## src/rtl/mbsp_pkg.sv

```systemverilog
`timescale 1ns / 1ps
`default_nettype none
// ----------------------------------------------------------------------------
// mbsp_pkg: shared types and constants for the 1-bpp bitmap stream decoder
// Transaction payloads, result kinds, parser phases and header byte positions.
// ----------------------------------------------------------------------------
package mbsp_pkg;

    localparam int SCREEN_W_DEF = 128;
    localparam int SCREEN_H_DEF = 64;
    localparam int QUEUE_DEPTH  = 4;

    localparam logic [15:0] SIGNATURE  = 16'h4D42;
    localparam logic [31:0] MIN_OFFSET = 32'd30;

    localparam logic [31:0] POS_SIG_B0   = 32'd0;
    localparam logic [31:0] POS_SIG_B1   = 32'd1;
    localparam logic [31:0] POS_OFF_B0   = 32'd10;
    localparam logic [31:0] POS_OFF_B1   = 32'd11;
    localparam logic [31:0] POS_OFF_B2   = 32'd12;
    localparam logic [31:0] POS_OFF_B3   = 32'd13;
    localparam logic [31:0] POS_WID_B0   = 32'd18;
    localparam logic [31:0] POS_WID_B1   = 32'd19;
    localparam logic [31:0] POS_WID_B2   = 32'd20;
    localparam logic [31:0] POS_WID_B3   = 32'd21;
    localparam logic [31:0] POS_HGT_B0   = 32'd22;
    localparam logic [31:0] POS_HGT_B1   = 32'd23;
    localparam logic [31:0] POS_HGT_B2   = 32'd24;
    localparam logic [31:0] POS_HGT_B3   = 32'd25;
    localparam logic [31:0] POS_DEPTH_B0 = 32'd28;
    localparam logic [31:0] POS_DEPTH_B1 = 32'd29;

    typedef enum logic [2:0] {
        KIND_PIXEL      = 3'd0,
        KIND_DONE       = 3'd1,
        KIND_BAD_SIG    = 3'd2,
        KIND_BAD_SIZE   = 3'd3,
        KIND_BAD_DEPTH  = 3'd4,
        KIND_BAD_OFFSET = 3'd5
    } kind_t;

    typedef enum logic [1:0] {
        PH_HEADER   = 2'd0,
        PH_SKIP     = 2'd1,
        PH_PIXELS   = 2'd2,
        PH_FINISHED = 2'd3
    } phase_t;

    typedef struct packed {
        logic [7:0] data_byte;
        logic       start_of_file;
    } in_t;

    typedef struct packed {
        kind_t      kind;
        logic [6:0] pixel_x;
        logic [5:0] pixel_y;
        logic       last;
    } out_t;

    typedef struct packed {
        logic       is_err;
        kind_t      err_kind;
        logic [7:0] mask;
        logic [6:0] x_base;
        logic [5:0] y;
        logic       done;
    } job_t;

endpackage
`default_nettype wire

```

## src/rtl/mono_bmp_stream_to_pixels_top.sv

```systemverilog
`timescale 1ns / 1ps
`default_nettype none
// ----------------------------------------------------------------------------
// mono_bmp_stream_to_pixels_top: streaming 1-bpp bitmap decoder
// Input channel in_valid/in_ready/in_data carries one file byte per
// transaction, start_of_file set on byte 0. Output channel
// out_valid/out_ready/out_data carries pixel writes (kind pixel, centred
// screen position), a done marker after the last pixel byte, or one error
// code; last marks the final result caused by a byte.
// A four-entry job queue sits between parser and emitter; bytes causing no
// result never enter it. The parser takes one byte per cycle while the
// queue is not full; the emitter writes one result per cycle into the output
// register while the receiver takes them, so a pixel byte with n clear bits
// in the image gives n pixel writes (n + 1 with done).
// Reset: parser back to header phase at position 0, queue and output empty.
// When the receiver stalls the output register holds, the emitter waits,
// the queue fills and in_ready drops once it is full.
// ----------------------------------------------------------------------------
module mono_bmp_stream_to_pixels_top #(
    parameter int SCREEN_W = mbsp_pkg::SCREEN_W_DEF,
    parameter int SCREEN_H = mbsp_pkg::SCREEN_H_DEF
) (
    input  wire logic           clk,
    input  wire logic           rst_n,
    input  wire logic           in_valid,
    output logic                in_ready,
    input  wire mbsp_pkg::in_t  in_data,
    output logic                out_valid,
    input  wire logic           out_ready,
    output mbsp_pkg::out_t      out_data
);

    logic            push, pop, empty, full;
    mbsp_pkg::job_t  push_job, head;

    mbsp_front #(
        .SCREEN_W (SCREEN_W),
        .SCREEN_H (SCREEN_H)
    ) u_front (
        .clk      (clk),
        .rst_n    (rst_n),
        .in_valid (in_valid),
        .in_ready (in_ready),
        .in_data  (in_data),
        .push     (push),
        .push_job (push_job),
        .full     (full)
    );

    mbsp_queue u_queue (
        .clk      (clk),
        .rst_n    (rst_n),
        .push     (push),
        .push_job (push_job),
        .pop      (pop),
        .head     (head),
        .empty    (empty),
        .full     (full)
    );

    mbsp_back u_back (
        .clk       (clk),
        .rst_n     (rst_n),
        .head      (head),
        .empty     (empty),
        .pop       (pop),
        .out_valid (out_valid),
        .out_ready (out_ready),
        .out_data  (out_data)
    );

endmodule
`default_nettype wire

```

## src/rtl/mbsp_front.sv

```systemverilog
`timescale 1ns / 1ps
`default_nettype none
// ----------------------------------------------------------------------------
// mbsp_front: header parser and byte classifier
// Tracks the file position, captures and checks the header, walks the pixel
// rows and turns each byte causing a result into a job for the pixel emitter.
// ----------------------------------------------------------------------------
module mbsp_front #(
    parameter int SCREEN_W = mbsp_pkg::SCREEN_W_DEF,
    parameter int SCREEN_H = mbsp_pkg::SCREEN_H_DEF
) (
    input  wire logic           clk,
    input  wire logic           rst_n,
    input  wire logic           in_valid,
    output logic                in_ready,
    input  wire mbsp_pkg::in_t  in_data,
    output logic                push,
    output mbsp_pkg::job_t      push_job,
    input  wire logic           full
);

    localparam int COL_W   = $clog2(SCREEN_W);
    localparam int ROW_W   = $clog2(SCREEN_H);
    localparam int MAX_PAD = ((SCREEN_W + 31) / 32) * 4;
    localparam int BIR_W   = $clog2(MAX_PAD);
    localparam logic [31:0] LIM_W = 32'(SCREEN_W);
    localparam logic [31:0] LIM_H = 32'(SCREEN_H);

    function automatic logic dim_bad(input logic [31:0] v, input logic [31:0] lim);
        dim_bad = (v == 32'd0) || v[31] || (v > lim);
    endfunction

    logic                   accept;
    mbsp_pkg::phase_t       phase_reg, phase_next, cur_phase;
    logic [31:0]            pos_reg, pos_next, cur_pos;
    logic [31:0]            offset_reg, offset_next;
    logic [31:0]            width_reg, width_next;
    logic [31:0]            height_reg, height_next;
    logic [7:0]             sig_lo_reg, sig_lo_next;
    logic [7:0]             depth_lo_reg, depth_lo_next;
    logic [ROW_W-1:0]       row_reg, row_next;
    logic [ROW_W-1:0]       oy_reg, oy_next;
    logic [COL_W-1:0]       ox_reg, ox_next;
    logic [BIR_W-1:0]       bir_reg, bir_next;

    logic [7:0]             b;
    logic                   at_sig, sig_bad, at_check, size_bad, depth_bad, offset_bad;
    logic                   check_bad, in_pix, in_used, row_end, last_row;
    logic [8:0]             w9;
    logic [9:0]             used_sum, pad_sum;
    logic [5:0]             used;
    logic [BIR_W:0]         padded, bir_inc;
    logic [8:0]             col_base;
    logic [7:0]             pix_mask;
    logic [9:0]             x_sum;
    logic [8:0]             y_sum;

    assign in_ready  = !full;
    assign accept    = in_valid && in_ready;
    assign b         = in_data.data_byte;
    assign cur_phase = in_data.start_of_file ? mbsp_pkg::PH_HEADER : phase_reg;
    assign cur_pos   = in_data.start_of_file ? 32'd0 : pos_reg;
    assign pos_next  = (cur_pos == 32'hFFFF_FFFF) ? cur_pos : cur_pos + 32'd1;

    always_comb
    begin
        at_sig     = (cur_phase == mbsp_pkg::PH_HEADER) && (cur_pos == mbsp_pkg::POS_SIG_B1);
        sig_bad    = {b, sig_lo_reg} != mbsp_pkg::SIGNATURE;
        at_check   = (cur_phase == mbsp_pkg::PH_HEADER) && (cur_pos == mbsp_pkg::POS_DEPTH_B1);
        size_bad   = dim_bad(width_reg, LIM_W) || dim_bad(height_reg, LIM_H);
        depth_bad  = {b, depth_lo_reg} != 16'd1;
        offset_bad = offset_reg < mbsp_pkg::MIN_OFFSET;
        check_bad  = size_bad || depth_bad || offset_bad;
        in_pix     = (cur_phase == mbsp_pkg::PH_PIXELS)
                  || ((cur_phase == mbsp_pkg::PH_SKIP) && (cur_pos >= offset_reg));

        w9       = width_reg[8:0];
        used_sum = {1'b0, w9} + 10'd7;
        used     = used_sum[8:3];
        pad_sum  = {1'b0, w9} + 10'd31;
        padded   = (BIR_W + 1)'({pad_sum[9:5], 2'b00});
        bir_inc  = {1'b0, bir_reg} + (BIR_W + 1)'(1);
        row_end  = bir_inc >= padded;
        last_row = row_reg == '0;
        in_used  = 6'(bir_reg) < used;
        col_base = 9'({bir_reg, 3'b000});
        for (int k = 0; k < 8; k++)
        begin
            pix_mask[k] = ((col_base + 9'(k)) < w9) && !b[3'(7 - k)];
        end
        x_sum = 10'(ox_reg) + 10'(col_base);
        y_sum = 9'(oy_reg) + 9'(row_reg);
    end

    // next phase
    always_comb
    begin
        phase_next = cur_phase;
        unique case (cur_phase) inside
            mbsp_pkg::PH_HEADER:
            begin
                if (at_sig && sig_bad)
                    phase_next = mbsp_pkg::PH_FINISHED;
                else if (at_check)
                    phase_next = check_bad ? mbsp_pkg::PH_FINISHED : mbsp_pkg::PH_SKIP;
            end
            mbsp_pkg::PH_SKIP, mbsp_pkg::PH_PIXELS:
            begin
                if (in_pix)
                    phase_next = (row_end && last_row) ? mbsp_pkg::PH_FINISHED
                                                       : mbsp_pkg::PH_PIXELS;
            end
            mbsp_pkg::PH_FINISHED:
            begin
                phase_next = mbsp_pkg::PH_FINISHED;
            end
            default:
            begin
                phase_next = cur_phase;
            end
        endcase
    end

    // header capture and row walk
    always_comb
    begin
        offset_next   = offset_reg;
        width_next    = width_reg;
        height_next   = height_reg;
        sig_lo_next   = sig_lo_reg;
        depth_lo_next = depth_lo_reg;
        row_next      = row_reg;
        ox_next       = ox_reg;
        oy_next       = oy_reg;
        bir_next      = bir_reg;
        if (cur_phase == mbsp_pkg::PH_HEADER)
        begin
            case (cur_pos)
                mbsp_pkg::POS_SIG_B0:   sig_lo_next         = b;
                mbsp_pkg::POS_OFF_B0:   offset_next[7:0]    = b;
                mbsp_pkg::POS_OFF_B1:   offset_next[15:8]   = b;
                mbsp_pkg::POS_OFF_B2:   offset_next[23:16]  = b;
                mbsp_pkg::POS_OFF_B3:   offset_next[31:24]  = b;
                mbsp_pkg::POS_WID_B0:   width_next[7:0]     = b;
                mbsp_pkg::POS_WID_B1:   width_next[15:8]    = b;
                mbsp_pkg::POS_WID_B2:   width_next[23:16]   = b;
                mbsp_pkg::POS_WID_B3:   width_next[31:24]   = b;
                mbsp_pkg::POS_HGT_B0:   height_next[7:0]    = b;
                mbsp_pkg::POS_HGT_B1:   height_next[15:8]   = b;
                mbsp_pkg::POS_HGT_B2:   height_next[23:16]  = b;
                mbsp_pkg::POS_HGT_B3:   height_next[31:24]  = b;
                mbsp_pkg::POS_DEPTH_B0: depth_lo_next       = b;
                default:                ;
            endcase
        end
        if (at_check && !check_bad)
        begin
            ox_next  = COL_W'((LIM_W - width_reg) >> 1);
            oy_next  = ROW_W'((LIM_H - height_reg) >> 1);
            row_next = ROW_W'(height_reg - 32'd1);
            bir_next = '0;
        end
        else if (in_pix)
        begin
            if (row_end)
            begin
                bir_next = '0;
                if (!last_row)
                    row_next = row_reg - ROW_W'(1);
            end
            else
            begin
                bir_next = bir_inc[BIR_W-1:0];
            end
        end
    end

    // job for the emitter
    always_comb
    begin
        push_job          = '0;
        push_job.err_kind = mbsp_pkg::KIND_PIXEL;
        push              = 1'b0;
        if (at_sig && sig_bad)
        begin
            push_job.is_err   = 1'b1;
            push_job.err_kind = mbsp_pkg::KIND_BAD_SIG;
            push              = accept;
        end
        else if (at_check && check_bad)
        begin
            push_job.is_err = 1'b1;
            if (size_bad)
                push_job.err_kind = mbsp_pkg::KIND_BAD_SIZE;
            else if (depth_bad)
                push_job.err_kind = mbsp_pkg::KIND_BAD_DEPTH;
            else
                push_job.err_kind = mbsp_pkg::KIND_BAD_OFFSET;
            push = accept;
        end
        else if (in_pix)
        begin
            push_job.mask   = in_used ? pix_mask : 8'h00;
            push_job.x_base = x_sum[6:0];
            push_job.y      = y_sum[5:0];
            push_job.done   = row_end && last_row;
            push            = accept && ((|push_job.mask) || push_job.done);
        end
    end

    always_ff @(posedge clk or negedge rst_n)
    begin
        if (!rst_n)
        begin
            phase_reg    <= mbsp_pkg::PH_HEADER;
            pos_reg      <= '0;
            offset_reg   <= '0;
            width_reg    <= '0;
            height_reg   <= '0;
            sig_lo_reg   <= '0;
            depth_lo_reg <= '0;
            row_reg      <= '0;
            ox_reg       <= '0;
            oy_reg       <= '0;
            bir_reg      <= '0;
        end
        else if (accept)
        begin
            phase_reg    <= phase_next;
            pos_reg      <= pos_next;
            offset_reg   <= offset_next;
            width_reg    <= width_next;
            height_reg   <= height_next;
            sig_lo_reg   <= sig_lo_next;
            depth_lo_reg <= depth_lo_next;
            row_reg      <= row_next;
            ox_reg       <= ox_next;
            oy_reg       <= oy_next;
            bir_reg      <= bir_next;
        end
    end

endmodule
`default_nettype wire

```

## src/rtl/mbsp_queue.sv

```systemverilog
`timescale 1ns / 1ps
`default_nettype none
// ----------------------------------------------------------------------------
// mbsp_queue: job queue between parser and emitter
// Small register FIFO so that parser and emitter stall independently.
// ----------------------------------------------------------------------------
module mbsp_queue (
    input  wire logic            clk,
    input  wire logic            rst_n,
    input  wire logic            push,
    input  wire mbsp_pkg::job_t  push_job,
    input  wire logic            pop,
    output mbsp_pkg::job_t       head,
    output logic                 empty,
    output logic                 full
);

    localparam int DEPTH = mbsp_pkg::QUEUE_DEPTH;
    localparam int PTR_W = $clog2(DEPTH);

    mbsp_pkg::job_t   mem [DEPTH];
    logic [PTR_W-1:0] wr_ptr_reg, wr_ptr_next, rd_ptr_reg, rd_ptr_next;
    logic [PTR_W:0]   count_reg, count_next;

    assign head  = mem[rd_ptr_reg];
    assign empty = count_reg == '0;
    assign full  = count_reg == (PTR_W + 1)'(DEPTH);

    always_comb
    begin
        wr_ptr_next = wr_ptr_reg;
        rd_ptr_next = rd_ptr_reg;
        count_next  = count_reg;
        if (push)
            wr_ptr_next = (wr_ptr_reg == PTR_W'(DEPTH - 1)) ? '0 : wr_ptr_reg + PTR_W'(1);
        if (pop)
            rd_ptr_next = (rd_ptr_reg == PTR_W'(DEPTH - 1)) ? '0 : rd_ptr_reg + PTR_W'(1);
        if (push && !pop)
            count_next = count_reg + (PTR_W + 1)'(1);
        else if (pop && !push)
            count_next = count_reg - (PTR_W + 1)'(1);
    end

    always_ff @(posedge clk)
    begin
        if (push)
            mem[wr_ptr_reg] <= push_job;
    end

    always_ff @(posedge clk or negedge rst_n)
    begin
        if (!rst_n)
        begin
            wr_ptr_reg <= '0;
            rd_ptr_reg <= '0;
            count_reg  <= '0;
        end
        else
        begin
            wr_ptr_reg <= wr_ptr_next;
            rd_ptr_reg <= rd_ptr_next;
            count_reg  <= count_next;
        end
    end

    a_count_bound: assert property (@(posedge clk) disable iff (!rst_n)
        count_reg <= (PTR_W + 1)'(DEPTH))
        else $error("job queue count beyond depth");

    a_no_push_full: assert property (@(posedge clk) disable iff (!rst_n)
        push |-> !full)
        else $error("job pushed into full queue");

    a_no_pop_empty: assert property (@(posedge clk) disable iff (!rst_n)
        pop |-> !empty)
        else $error("job popped from empty queue");

endmodule
`default_nettype wire

```

## src/rtl/mbsp_back.sv

```systemverilog
`timescale 1ns / 1ps
`default_nettype none
// ----------------------------------------------------------------------------
// mbsp_back: pixel emitter
// Expands the head job of the queue, one result per cycle while the receiver
// takes them, into the output register: pixels, then done, or one error code.
// ----------------------------------------------------------------------------
module mbsp_back (
    input  wire logic            clk,
    input  wire logic            rst_n,
    input  wire mbsp_pkg::job_t  head,
    input  wire logic            empty,
    output logic                 pop,
    output logic                 out_valid,
    input  wire logic            out_ready,
    output mbsp_pkg::out_t       out_data
);

    logic            out_valid_reg, out_valid_next;
    mbsp_pkg::out_t  out_data_reg, out_data_next;
    logic [7:0]      used_reg, used_next;
    logic [7:0]      rem, rem_after, bit_sel;
    logic [2:0]      k;
    logic            gen, final_res;

    assign out_valid = out_valid_reg;
    assign out_data  = out_data_reg;

    always_comb
    begin
        rem = head.mask & ~used_reg;
        k   = 3'd0;
        for (int i = 7; i >= 0; i--)
        begin
            if (rem[i])
                k = 3'(i);
        end
        bit_sel   = 8'(1) << k;
        rem_after = rem & ~bit_sel;
        gen       = !empty && (!out_valid_reg || out_ready);

        out_data_next = '0;
        final_res     = 1'b1;
        if (head.is_err)
        begin
            out_data_next.kind = head.err_kind;
            out_data_next.last = 1'b1;
        end
        else if (rem != 8'h00)
        begin
            out_data_next.kind    = mbsp_pkg::KIND_PIXEL;
            out_data_next.pixel_x = head.x_base + 7'(k);
            out_data_next.pixel_y = head.y;
            final_res             = (rem_after == 8'h00) && !head.done;
            out_data_next.last    = final_res;
        end
        else
        begin
            out_data_next.kind = mbsp_pkg::KIND_DONE;
            out_data_next.last = 1'b1;
        end

        pop       = gen && final_res;
        used_next = used_reg;
        if (pop)
            used_next = 8'h00;
        else if (gen && !head.is_err && (rem != 8'h00))
            used_next = used_reg | bit_sel;

        if (gen)
            out_valid_next = 1'b1;
        else if (out_ready)
            out_valid_next = 1'b0;
        else
            out_valid_next = out_valid_reg;
    end

    always_ff @(posedge clk)
    begin
        if (gen)
            out_data_reg <= out_data_next;
    end

    always_ff @(posedge clk or negedge rst_n)
    begin
        if (!rst_n)
        begin
            out_valid_reg <= 1'b0;
            used_reg      <= 8'h00;
        end
        else
        begin
            out_valid_reg <= out_valid_next;
            used_reg      <= used_next;
        end
    end

    a_pop_last: assert property (@(posedge clk) disable iff (!rst_n)
        pop |=> out_valid_reg && out_data_reg.last)
        else $error("job retired without a final result");

    a_only_pixel_open: assert property (@(posedge clk) disable iff (!rst_n)
        (out_valid_reg && !out_data_reg.last) |-> (out_data_reg.kind == mbsp_pkg::KIND_PIXEL))
        else $error("non-pixel result not marked last");

    a_pixels_left: assert property (@(posedge clk) disable iff (!rst_n)
        (!empty && !head.is_err && !head.done) |-> (rem != 8'h00))
        else $error("pixel job at head with no pixels left");

endmodule
`default_nettype wire

```

## config.mk

```make
export PLATFORM = sky130hd
export DESIGN_NAME = mono_bmp_stream_to_pixels_top
export DESIGN_NICKNAME = d
export VERILOG_FILES = /design/src/rtl/mbsp_pkg.sv /design/src/rtl/mono_bmp_stream_to_pixels_top.sv /design/src/rtl/mbsp_front.sv /design/src/rtl/mbsp_queue.sv /design/src/rtl/mbsp_back.sv
export SDC_FILE = /design/constraint.sdc
export NUM_CORES = 1
export LEC_CHECK = 0
export ABC_CLOCK_PERIOD_IN_PS = 6400
export BUFFER_PORTS_ARGS = -buffer_cell sky130_fd_sc_hd__buf_2
export CORE_MARGIN = 10
export CORE_UTILIZATION = 57
export CTS_BUF_LIST = sky130_fd_sc_hd__clkbuf_4 sky130_fd_sc_hd__clkbuf_8 sky130_fd_sc_hd__clkbuf_16
export CTS_CLUSTER_SIZE = 10
export DETAILED_ROUTE_END_ITERATION = 6
export GPL_ROUTABILITY_DRIVEN = 1
export PLACE_DENSITY = 0.72
export SETUP_SLACK_MARGIN = 0.2
export SLEW_MARGIN = 5
export SYNTH_ARGS = -nofsm -noshare
export SYNTH_HDL_FRONTEND = slang
export SYNTH_SLANG_ARGS = --single-unit
```

## constraint.sdc

```tcl
create_clock -name clk -period 6.4 [get_ports clk]
set_input_delay 0.96 -clock clk [delete_from_list [all_inputs] [get_ports clk]]
set_output_delay 0.96 -clock clk [all_outputs]
set_load 0.02 [all_outputs]
```

==> impl_metrics.py <==
metrics = {
    "synth": {
        "synth_edf_count": 105,
        "syn_area_per_cell_um2": 11.8,
        "ys_top_cells_by_count": "dfrtp_1 (181), edfxtp_1 (105), mux2_2 (105), nand2_1 (101), nor2_1 (72)",
        "synth_cell_types": 83,
        "synth_top_area_share_pct": 30.9,
        "synth-seq-area-share_pct": 52.5,
        "syn_area_mm2": 0.0146,
        "async_reset_ff_share_pct": 63.3,
        "yosys-top-cells-area": "dfrtp_1 (31%), edfxtp_1 (22%), mux2_2 (8.1%)",
        "synth_most_common_cell": "dfrtp_1",
        "ys.flop_type": "dfrtp_1",
        "synth_top_cell_by_area": "dfrtp_1",
        "yosysWarnings": 0,
        "synthCells": 1246,
        "syn-num-nets": 1334,
        "synth-seq-cells": 286,
    },
    "route": {
        "post_drt_wl_per_cell_um": 19.6,
        "viasPerCell": 5.94,
        "vias": 9689,
        "drt_first_pass_iters": 5,
        "wirelength_mm": 31.9,
        "drtIter0Drc": 711,
        "drc": 0,
        "antenna_left": 0,
    },
    "final_layout": {
        "top_register": "u_queue.mem",
        "antennaDiodeCount": 0,
        "area_growth_pct": 10.6,
        "nets": 1368,
        "largest_register_ffs": 88,
        "fill_cells": 1992,
        "layout-drive-gt1-share_pct": 19.3,
    },
    "power": {
        "p_sw_uw": 1440,
        "power_frac_clock_pct": 36.0,
        "ir_drop_mv": 0.281,
        "combinationalPowerShare_pct": 20.7,
        "p_leak_uw": 0.00715,
        "seqPwrFrac_pct": 43.4,
        "p_per_area_mw_per_mm2": 314,
        "switching_share_pct": 28.4,
        "p_int_uw": 3650,
    },
    "timing": {
        "rsz0062_at_grt": "false",
        "finalMaxSlewViolations": 0,
        "hold_violations": 0,
        "tns_ns": 0,
        "skew_ns": 0.0163,
        "fin_crit_ns": 4.90,
        "hold_ws_ns": 0.453,
        "finalSetupViolCount": 0,
        "finalCritPeriodShare_pct": 76.6,
        "slew_headroom_pct": 29.9,
        "worstMarginPinSlew_ns": 1.05,
        "max_clock_freq_mhz": 204,
    },
    "cts": {
        "cts_setup_buffers": 0,
        "cts_resized": 0,
        "clock-sinks": 286,
        "clock_path_buffers": 3,
        "cts_buffers": 35,
        "htree_num_levels": 2,
        "clock_latency_ns": 0.51,
        "postCtsHoldBufs": 0,
        "path_clk_slew_ns": 0.05,
        "cts_tree": "built",
        "cts_root_buf": "clkbuf_16",
    },
    "placed_design": {
        "dp_hpwl_mm": 22.4,
        "place_congestion": 0.927,
        "portBuffers": 31,
    },
    "setup_path": {
        "setup.worst_path.class": "in -> reg",
        "cp.arrival_ns": 5.32,
        "path_max_fanout": 50,
        "crit_path_start_kind": "input port",
        "crit_family": "simple AND/OR/NAND/NOR gates",
        "worstPathCellList": "buf_2, inv_1, nand2_1, ha_1, nor4b_1, nand3_1, or2_2, a311oi_2, nor2_2, o21a_1, nor2_1, ha_1, inv_1, fa_1, xor2_1, nor2_1, xor2_1",
        "crit_required_ns": 6.81,
        "end_kind": "flip-flop",
        "crit_buf_inv": 3,
        "cp_slowest_cell": "buf_2",
        "slowest_delay_ns": 0.69,
    },
    "floorplanning": {
        "die_h_um": 180,
        "io-pin-count": 32,
        "fp.dieW_um": 180,
        "core_area_mm2": 0.0253,
        "rows": 58,
        "start_util_pct": 58.0,
        "die-area_mm2": 0.0325,
    },
    "grt": {
        "grt_overflow": 0,
        "grt_max_degree": 66,
        "grt_pass1_vias": 9891,
        "grt_pass1_wl_mm": 52.8,
        "grt_usage_pct": 19.6,
        "antenna_found_initial": 0,
    },
    "worst_hold_path": {
        "hold_class": "in -> async",
    },
    "flow_run": {
        "drv_cap": 0,
    },
    "outcome": {
        "status": "completed",
    },
}
## layer usage
layer	global-route usage (%)	routed length (um)	vias up
met4	4.53	465	0
met3	2.95	1240	39
met5	0	0	-
li1	-	-	4608
met2	32.6	15400	201
met1	26.5	14800	4841
## layout make-up
class                           count  area [um2]  area share, %
Clock buffer                       55        1060           6.55
Clock inverter                      2        10.0         0.0618
Tap cell                          330         413           2.55
Sequential cell                   286        7680           47.4
Inverter                           67         251           1.55
Multi-Input combinational cell    848        6540           40.4
Timing Repair Buffer               42         244           1.51
## per-stage QoR
stage          cell area, um2  cells  setup WS [ns]  util (%)  total power, uW
5_1_grt                 16200   1630           1.16      64.1             5340
3_3_place_gp            15100   1573           1.31      59.9             3260
6_report                16200   1630           1.50      64.1             5090
2_1_floorplan           14600   1246           1.55         -             2980
4_1_cts                 16200   1630           1.59      64.1             5140
3_5_place_dp            15100   1573           1.09      59.9             3300
## worst paths after layout
check	from	end	slack (ns)	depth (start not counted)
min reg2reg	u_front.width_reg[25]$_DFFE_PN0P_	u_front.width_reg[25]$_DFFE_PN0P_	0.48	2
min in group clk	u_front.width_reg[25]$_DFFE_PN0P_	u_front.width_reg[25]$_DFFE_PN0P_	0.48	2
min	rst_n	u_front.ox_reg[2]$_DFFE_PN0P_	0.45	1
max	in_data[0]	u_queue.count_reg[2]$_DFFE_PN0P_	1.50	17
max reg2reg	u_front.width_reg[4]$_DFFE_PN0P_	u_queue.count_reg[1]$_DFFE_PN0P_	2.01	15
max in group asynchronous	rst_n	u_front.offset_reg[22]$_DFFE_PN0P_	4.72	2
## power groups by stage
stage | Combinational, uW | Sequential (uW) | Clock (uW)
2_1_floorplan | 729 | 2250 | 0
3_3_place_gp | 1020 | 2240 | 0
3_5_place_dp | 1060 | 2240 | 0
4_1_cts | 1060 | 2210 | 1870
5_1_grt | 1160 | 2230 | 1940
6_report | 1050 | 2210 | 1830
## cell usage in the layout (no fill, tap or decap), types with 7 or more instances in the layout
cell       synthesis  final
nand4_1           24     24
mux2_2           105    105
a211oi_1           8      8
ha_1              71     71
nor3_1            35     35
a21o_1            12     12
clkbuf_4           0     18
o21ai_1            8      8
edfxtp_1         105    105
xnor2_1           37     37
dfrtp_1          181    181
and3_1            15     15
and2_1            14     14
nor2_1            72     68
clkbuf_16          0     37
a21oi_1           32     31
nor2b_1           41     41
xor2_1            23     23
mux4_2            22     22
nand2_1          101    101
buf_4              1     11
buf_2             11     30
nand2b_1           7      7
o21ai_0           31     31
nand3_1           41     41
and4_1             7      7
inv_1             66     66
nor4_1            31     31
## logic make-up after synthesis
kind of cell | Yosys count | share of synthesized area, %
and+or+nand+nor | 428 | 15.4
adders and majority gates | 78 | 6.84
buffers and inverters | 112 | 2.99
AOI/OAI and AO/OA | 146 | 6.64
DFF | 286 | 52.5
muxes | 136 | 12.1
xor gates and xnor gates | 60 | 3.59
Power figures use the tool's default switching activity.
